$ cat config.mk
export PLATFORM = sky130hd
export DESIGN_NAME = jhsd_ctrl
export DESIGN_NICKNAME = d
export VERILOG_FILES = /design/src/jpeg_huffman_symbol_decoder_core_defines.svh /design/src/jhsd_pkg.sv /design/src/jhsd_ctrl.sv
export SDC_FILE = /design/constraint.sdc
export NUM_CORES = 1
export LEC_CHECK = 0
export ABC_AREA = 1
export BUFFER_PORTS_ARGS = -buffer_cell sky130_fd_sc_hd__buf_2
export CORE_AREA = 10 10 47 49
export CTS_BUF_LIST = sky130_fd_sc_hd__clkbuf_8
export DETAILED_ROUTE_END_ITERATION = 8
export DIE_AREA = 0 0 57 59
export GPL_TIMING_DRIVEN = 0
export PLACE_DENSITY = 0.57
export SLEW_MARGIN = 10
export SYNTH_ARGS = -nofsm -noshare
export SYNTH_HDL_FRONTEND = slang
export SYNTH_SLANG_ARGS = --single-unit
$ cat constraint.sdc
create_clock -name clk -period 3.4 [get_ports clk]
set_input_delay 0.68 -clock clk [delete_from_list [all_inputs] [get_ports clk]]
set_output_delay 0.68 -clock clk [all_outputs]
set_load 0.05 [all_outputs]
$ cat src/jpeg_huffman_symbol_decoder_core_defines.svh
// ---------------------------------------------------------------------------
// JPEG Huffman decoder assertion macros
// Shared property macros used by the decoder's top level.
// ---------------------------------------------------------------------------
`ifndef JPEG_HUFFMAN_SYMBOL_DECODER_CORE_DEFINES_SVH
`define JPEG_HUFFMAN_SYMBOL_DECODER_CORE_DEFINES_SVH

// Same-cycle implication, checked on every rising edge outside reset.
`define JHSD_ASSERT_NOW(lbl, ante, cons, msg) \
  lbl: assert property (@(posedge clk) disable iff (rst) (ante) |-> (cons)) else $error(msg);

// Next-cycle implication, checked on every rising edge outside reset.
`define JHSD_ASSERT_NEXT(lbl, ante, cons, msg) \
  lbl: assert property (@(posedge clk) disable iff (rst) (ante) |=> (cons)) else $error(msg);

`endif

$ cat src/jhsd_pkg.sv
// ---------------------------------------------------------------------------
// JPEG Huffman decoder package
// Shared constants, codes and controller/datapath interface types.
// ---------------------------------------------------------------------------
`default_nettype none

package jhsd_pkg;

  localparam int TABLES_PER_CLASS_DEF  = 4;
  localparam int MAX_CODE_BITS_DEF     = 16;
  localparam int SYMBOLS_PER_TABLE_DEF = 256;

  // Bit buffer geometry.
  localparam int         BUF_BITS   = 32;
  localparam logic [5:0] PUSH_LIMIT = 6'd24;
  localparam logic [7:0] BYTE_FF    = 8'hFF;
  localparam logic [7:0] BYTE_00    = 8'h00;

  typedef enum logic [1:0] {
    MODE_LOAD_COUNT  = 2'd0,
    MODE_LOAD_SYMBOL = 2'd1,
    MODE_PUSH_DATA   = 2'd2,
    MODE_DECODE      = 2'd3
  } mode_t;

  typedef enum logic [1:0] {
    ST_OK      = 2'd0,
    ST_NEED    = 2'd1,
    ST_INVALID = 2'd2,
    ST_MARKER  = 2'd3
  } status_t;

  // Commands from the controller to the datapath.
  typedef struct packed {
    logic start;
    logic step;
    logic hit;
    logic fail_short;
    logic fail_invalid;
    logic commit;
  } jhsd_cmd_t;

  // Status from the datapath to the controller.
  typedef struct packed {
    logic bad_table;
    logic is_short;
    logic is_match;
    logic is_last;
    logic out_free;
  } jhsd_stat_t;

endpackage

`default_nettype wire

$ cat src/jhsd_ctrl.sv
// ---------------------------------------------------------------------------
// JPEG Huffman decoder controller
// Sequences the length-by-length canonical walk of one decode transaction.
// ---------------------------------------------------------------------------
`default_nettype none

module jhsd_ctrl (
  input  logic                   clk,
  input  logic                   rst,
  input  logic                   in_valid,
  output logic                   in_ready,
  input  jhsd_pkg::mode_t        mode,
  input  jhsd_pkg::jhsd_stat_t   stat,
  output jhsd_pkg::jhsd_cmd_t    cmd
);
  import jhsd_pkg::*;

  typedef enum logic [1:0] {
    S_IDLE,
    S_WALK,
    S_SYMRD,
    S_DONE
  } state_t;

  state_t state;
  logic   dec_accept;
  logic   walking;

  assign in_ready   = (state == S_IDLE);
  assign dec_accept = in_valid && in_ready && (mode == MODE_DECODE);
  assign walking    = (state == S_WALK);

  // Command decode for the current state.
  always_comb begin
    cmd              = '0;
    cmd.start        = dec_accept && !stat.bad_table;
    cmd.fail_short   = walking && stat.is_short;
    cmd.hit          = walking && !stat.is_short && stat.is_match;
    cmd.step         = walking && !stat.is_short && !stat.is_match && !stat.is_last;
    cmd.fail_invalid = (dec_accept && stat.bad_table) ||
                       (walking && !stat.is_short && !stat.is_match && stat.is_last);
    cmd.commit       = (state == S_DONE) && stat.out_free;
  end

  // State register.
  always_ff @(posedge clk) begin
    if (rst) begin
      state <= S_IDLE;
    end else begin
      unique case (state)
        S_IDLE: begin
          if (dec_accept) begin
            state <= stat.bad_table ? S_DONE : S_WALK;
          end
        end
        S_WALK: begin
          if (cmd.hit) begin
            state <= S_SYMRD;
          end else if (cmd.fail_short || cmd.fail_invalid) begin
            state <= S_DONE;
          end
        end
        S_SYMRD: begin
          state <= S_DONE;
        end
        S_DONE: begin
          if (cmd.commit) begin
            state <= S_IDLE;
          end
        end
        default: begin
          state <= S_IDLE;
        end
      endcase
    end
  end

endmodule

`default_nettype wire

==> key figures, run 1 <==
Critical path
  – R2R Path Start: state[0]$_SDFFE_PP0P_
  – Worst path required time: ~2700 ps
  – Crit path DAT: 1460 ps
  – Reg-to-Reg End: state[0]$_SDFFE_PP0P_
  – Delay-heaviest family, CP: buffers and inverters
  – R2r setup slk: 2060 ps
  – Most frequent cell on the critical path: nand2_1
  – Crit path buffers/inverters: 2
  – CP Cell Sequence: inv_1, ha_1, nand2_1, nor2_1, nand2_1, o21ai_0, buf_2
  – Critical path depth in cells: 7
  – FF-to-FF path depth: 8
  – Worst path slowest cell: dfxtp_1
  – Kind of end point of the critical path: output pin
  – Max FO, Critical Path: 5
  – CP max stage delay: 340 ps
  – Setup crit start kind: flop
  – Setup CP Type: reg2out

Placement
  – Placed insts: 82
  – Routability cong.: 0.669
  – Pre-CTS setup slack: 1330 ps
  – Area after DPL: approximately 390 sq um
  – Detailed placement HPWL: between 600 and 700 um
  – PortBufs: 16

STA
  – Final Max Slew Viols: 0
  – Worst hold margin: 535 ps
  – Final hold violation count: 0
  – Tcrit/Tclk final: 62.8%
  – Setup TNS: 0 ps
  – F_max: 0.468 GHz
  – Clock Skew: ~1.9 ps
  – Slew headroom: between 80% and 90%
  – Worst-Margin Slew: 257 ps
  – Setup WS post-layout: 1260 ps
  – Min cycle time layout: 2140 ps
  – Final setup violation count: 0
  – Unrepaired setup endpoints after global routing: false

Floorplan
  – Die ar.: roughly 0.0034 sq mm
  – Ports: 17
  – Die X: 57 um
  – Row Count: 14
  – Die Ht: 59 um
  – Core ar.: 0.00140 sq mm
  – Starting Density: roughly 21%

Synthesis
  – #FFs+latches synth: 2
  – Register area share after synthesis: 13.9%
  – Top FF cell, synth: dfxtp_1
  – Post-synthesis cell type count: 14
  – Syn nets: between 60 and 70
  – Post-synth EDFFs: 0
  – Gate Count Post-Synth: 50
  – Syn avg cell area: 5.78 sq um
  – Post-synthesis cell area: between 200 and 300 sq um
  – Async S/R FF share, synth: 0%
  – Ys Warns: 0

Route
  – Total number of vias: 339
  – WL final: about 760 um
  – Iteration-0 DRC Markers: 7
  – Pre-Repair DR Iteration Count: 3
  – Wirelength per Cell: 8.91 um
  – DRC Markers: 0
  – Vias per cell: 3.99
  – Detail Route Antenna Nets: 0

Clocking
  – Sink Count: 2
  – Hold_buf cts: 0
  – Number of buffers created by CTS: 3
  – # resized after CTS: 0
  – Clock transition at path regs: approximately 30 ps
  – CTS tree: built
  – Clock Tree Buf Depth: 2
  – Postcts setup bufs: 0
  – Clk_lat worst skew: 210 ps
  – H-tree Lvls: 1
  – CTS root buf: clkbuf_8

GRT
  – Number of global-route vias before repair: 334
  – Largest net degree at the start of global routing: 6
  – Initial antenna violation count: 0
  – First-pass GRT wire length: about 1300 um
  – Total gr overflow: 0
  – Total routing usage reported by global routing: roughly 4.8%

Cells and area
  – Filler cells: 169
  – Final instance area: 430 sq um
  – Nets: 85
  – Final cell count without fillers: 85
  – Share of layout cells above drive strength 1: between 30% and 40%
  – Max FFs per register: 2
  – Multi-input gate area: between 150 and 200 sq um
  – Reg with most FFs: state
  – Ant. Diodes: 0
  – Synthesis-to-layout area growth: 48.9%
  – Final Util: 30.7%
  – Largest regs: state: 2 flops
  – Register area: 40.0 sq um

Pwr
  – Pwr dens: 737 mW/mm^2
  – Total Power: about 0.32 mW
  – Max IR drop VDD: 271 uV
  – Leakage: 0.286 nW

Outcome
  – Status: finished, final reports clean

Hold path
  – Hold wc startpoint: state[1]$_SDFFE_PP0P_
  – Hold Path Cell Cnt: 2
  – Hold crit path type: reg2reg
  – Hold Crit Endpoint: state[1]$_SDFFE_PP0P_

Job
  – Max-cap viol count: 0
-- metal layers --
layer / routed length (um) / GRT usage, %
met1: 319 / 4.17
met2: 352 / 8.22
met3: 85 / 3.43
met4: 0 / 2.01
met5: 0 / 0
-- final cells by class --
cell class | count | share of cell area [%]
Clock buffer | 3 | 9.59
Sequential cell | 2 | 9.30
Multi-Input combinational cell | 33 | 44.8
Tap cell | 16 | 4.65
Timing Repair Buffer | 16 | 18.6
Inverter | 15 | 13.1
-- placed cells by master (no fill, tap or decap), drive strengths merged --
master | Yosys | routed
nand2 | 14 | 14
a21oi | 3 | 3
clkbuf | 0 | 3
buf | 0 | 16
o21ai | 1 | 1
nor3 | 1 | 1
nand3 | 4 | 4
ha | 4 | 4
inv | 15 | 15
o21bai | 1 | 1
dfxtp | 2 | 2
a21boi | 1 | 1
nor2 | 4 | 4
-- logic make-up (layout without fill, tap and decap cells) --
| logic type | after synthesis | after routing | synth area share (%) |
|---|---|---|---|
| simple gates | 23 | 23 | 37.2 |
| flops | 2 | 2 | 13.9 |
| buf+inv | 15 | 34 | 19.5 |
| compound gates | 6 | 6 | 12.1 |
| fa+ha+maj | 4 | 4 | 17.3 |
-- synth_stat cells, types with 2 or more instances --
library cell | n | share of area, %
nand3_1 | 3 | 5.2
nor2_1 | 3 | 3.9
ha_1 | 4 | 17
nand2_1 | 13 | 17
a21oi_1 | 3 | 5.2
dfxtp_1 | 2 | 14
inv_1 | 15 | 19
-- power by group --
group | internal, mW | switching (mW) | total, mW
Combinational | 0.0588 | 0.122 | 0.181
Clock | 0.0748 | 0.0176 | 0.0924
Sequential | 0.0330 | 0.0109 | 0.0439
Total | 0.167 | 0.151 | 0.317
-- worst reg2reg max path, cell delays in order, from the launching register on --
cell     delay, ps
dfxtp_1        390
inv_1          100
ha_1           230
nand2_1         90
nor2_1          50
nand2_1         80
nand2_2         90
a21oi_1        140
nor2_1          50
-- how the worst max path moves through the flow --
| stage | start | end |
|---|---|---|
| 6_report | state[0]$_SDFFE_PP0P_ | cmd[1] |
| 5_1_grt | state[0]$_SDFFE_PP0P_ | cmd[1] |
| 4_1_cts | state[0]$_SDFFE_PP0P_ | cmd[1] |
| 3_5_place_dp | mode[0] | cmd[1] |
| 3_3_place_gp | mode[0] | cmd[1] |
| 2_1_floorplan | state[0]$_SDFFE_PP0P_ | cmd[5] |
No activity file was read; power rests on OpenSTA's default activity.
==> run 2: changes to the inputs <==
Settings changed: PLACE_DENSITY 0.57 to 0.58.
Clock period 3.4 ns to 1.8 ns, I/O delays scaled along.
==> key figures, run 2 (same netlist as run 1, synthesis figures left out) <==
Outcome
  – Status: finished, final reports clean

Cells and area
  – Ant. Diodes: 0
  – Most frequent cells in the layout: buf_2 (14), inv_1 (13), nand2_1 (12)
  – Synthesis-to-layout area growth: 60.2%
  – Max FFs per register: 2
  – Nets: between 80 and 90
  – Share of layout cells above drive strength 1: around 43%
  – Filler cells: 169
  – Reg with most FFs: state
  – Largest regs: state: 2 flops
  – Most common cell after layout, fill and taps aside: buf_2

Pwr
  – Sequential power share: 13.9%
  – Leakage: 0.292 nW
  – Total Power: approximately 0.63 mW
  – Pwr dens: 1360 mW/mm^2
  – Clock share of power: between 20 and 30%
  – Max IR drop VDD: 448 uV
  – Internal Pwr Total: 0.328 mW
  – Switch share: 47.7%
  – Switching power: 0.299 mW
  – Gate power share: 58.1%

Clocking
  – Postcts setup bufs: 0
  – Clock Tree Buf Depth: 2
  – CTS tree: built
  – Hold_buf cts: 0
  – CTS root buf: clkbuf_8
  – H-tree Lvls: 1
  – Clk_lat worst skew: 210 ps
  – Clock transition at path regs: around 30 ps
  – Number of buffers created by CTS: 3
  – Sink Count: 2

Route
  – WL final: around 740 um
  – Detail Route Antenna Nets: 0
  – Total number of vias: 333
  – Vias per cell: between 3 and 4
  – Wirelength per Cell: slightly below 9 um
  – Pre-Repair DR Iteration Count: 4
  – DRC Markers: 0
  – Iteration-0 DRC Markers: 6

STA
  – Final Max Slew Viols: 0
  – Setup TNS: 0 ps
  – Min cycle time layout: approximately 1700 ps
  – Final setup violation count: 0
  – Slew headroom: 83.3%
  – Final hold violation count: 0
  – F_max: 0.595 GHz
  – Unrepaired setup endpoints after global routing: false
  – Tcrit/Tclk final: a little over 90%
  – Worst-Margin Slew: 252 ps
  – Clock Skew: 1.40 ps

Critical path
  – Crit path buffers/inverters: 2
  – Worst path slowest cell: dfxtp_1
  – Max FO, Critical Path: 4
  – Crit path DAT: 1320 ps
  – R2R Path Start: state[1]$_SDFFE_PP0P_
  – CP Cell Sequence: inv_2, ha_2, nand2_2, nor2_2, nand2_1, o21ai_2, buf_6
  – Kind of end point of the critical path: output pin
  – Delay-heaviest family, CP: flip-flops
  – Critical path depth in cells: 7
  – Setup CP Type: reg2out
  – Reg-to-Reg End: state[0]$_SDFFE_PP0P_
  – R2r setup slk: 530 ps
  – CP startpoint: state[1]$_SDFFE_PP0P_
  – Worst path required time: between 1000 and 1500 ps
  – FF-to-FF path depth: 8
  – CP Capture Point: cmd[1]
  – Setup crit start kind: flop
  – CP max stage delay: around 330 ps

GRT
  – Total routing usage reported by global routing: 4.68%
  – Number of global-route vias before repair: 329
  – Largest net degree at the start of global routing: 6
  – Total gr overflow: 0
  – First-pass GRT wire length: 1300 um
  – Initial antenna violation count: 0

Floorplan
  – Die Ht: approximately 59 um
  – Die ar.: 0.00336 sq mm
  – Ports: 17
  – Starting Density: 20.6%
  – Core ar.: ~0.0014 sq mm
  – Row Count: 14
  – Die X: 57 um

Placement
  – Routability cong.: 0.676
  – Detailed placement HPWL: 652 um
  – PortBufs: 16

Hold path
  – Hold wc startpoint: rst
  – Hold crit path type: in2reg

Job
  – Max-cap viol count: 0
==> run 2: cell count changes in the layout (fill, tap and decap cells not counted), sizes merged <==
cell	delta
clkbuf	+1
buf	-1
==> run 2: cell type report <==
| class | count | area [sq um] | area share [%] |
|---|---|---|---|
| clock buffers | 3 | 41.3 | 8.92 |
| inverters | 15 | 56.3 | 12.2 |
| multi-input cells | 33 | 215 | 46.5 |
| flip-flops and latches | 2 | 41.3 | 8.92 |
| well taps | 16 | 20.0 | 4.32 |
| repair buffers | 16 | 88.8 | 19.2 |
==> run 2: power by group through the flow <==
stage	Combinational [mW]	Sequential (mW)	Clock, mW
2_1_floorplan	0.294	0.0781	0
3_3_place_gp	0.347	0.0836	0
3_5_place_dp	0.356	0.0837	0
4_1_cts	0.360	0.0851	0.182
5_1_grt	0.413	0.0915	0.192
6_report	0.364	0.0874	0.175
==> run 2: metrics by stage <==
step | hold slack [ps] | std cells | instance area (sq um) | setup WS [ps] | utilization [%]
6_report | 397 | 85 | 463 | 119 | 33.0
4_1_cts | 394 | 85 | 452 | 24.2 | 32.2
3_5_place_dp | 539 | 82 | 407 | 159 | 29.0
3_3_place_gp | 531 | 82 | 407 | 172 | 29.0
2_1_floorplan | 499 | 50 | 307 | 85.4 | -
5_1_grt | 433 | 85 | 463 | 10.0 | 33.0
==> run 2: worst min-delay path: stages <==
cell and delay, ps:
buf_2 80, inv_1 40, nand2_1 60, nor2_1 30
==> run 2: per-layer routing <==
| metal | up-vias | GRT usage (%) | wire (um) |
|---|---|---|---|
| met2 | 12 | 7.44 | 340 |
| met3 | 2 | 2.58 | 81 |
| li1 | 186 | - | - |
| met4 | 0 | 3.02 | 7 |
| met1 | 133 | 4.65 | 312 |
| met5 | - | 0 | 0 |
==> run 2: repair_timing <==
| item | 4_1_cts | 5_1_grt |
|---|---|---|
| gates resized for setup | 2 | 6 |
| setup endpoints to repair | 1 | 4 |
| pin swaps | 0 | 1 |
==> run 2: worst min-delay path by stage <==
stage	end	slack, ps	depth (start not counted)
6_report	state[0]$_SDFFE_PP0P_	400	4
5_1_grt	state[0]$_SDFFE_PP0P_	430	4
4_1_cts	state[0]$_SDFFE_PP0P_	390	4
3_5_place_dp	state[1]$_SDFFE_PP0P_	540	2
3_3_place_gp	state[1]$_SDFFE_PP0P_	530	2
2_1_floorplan	state[1]$_SDFFE_PP0P_	500	2
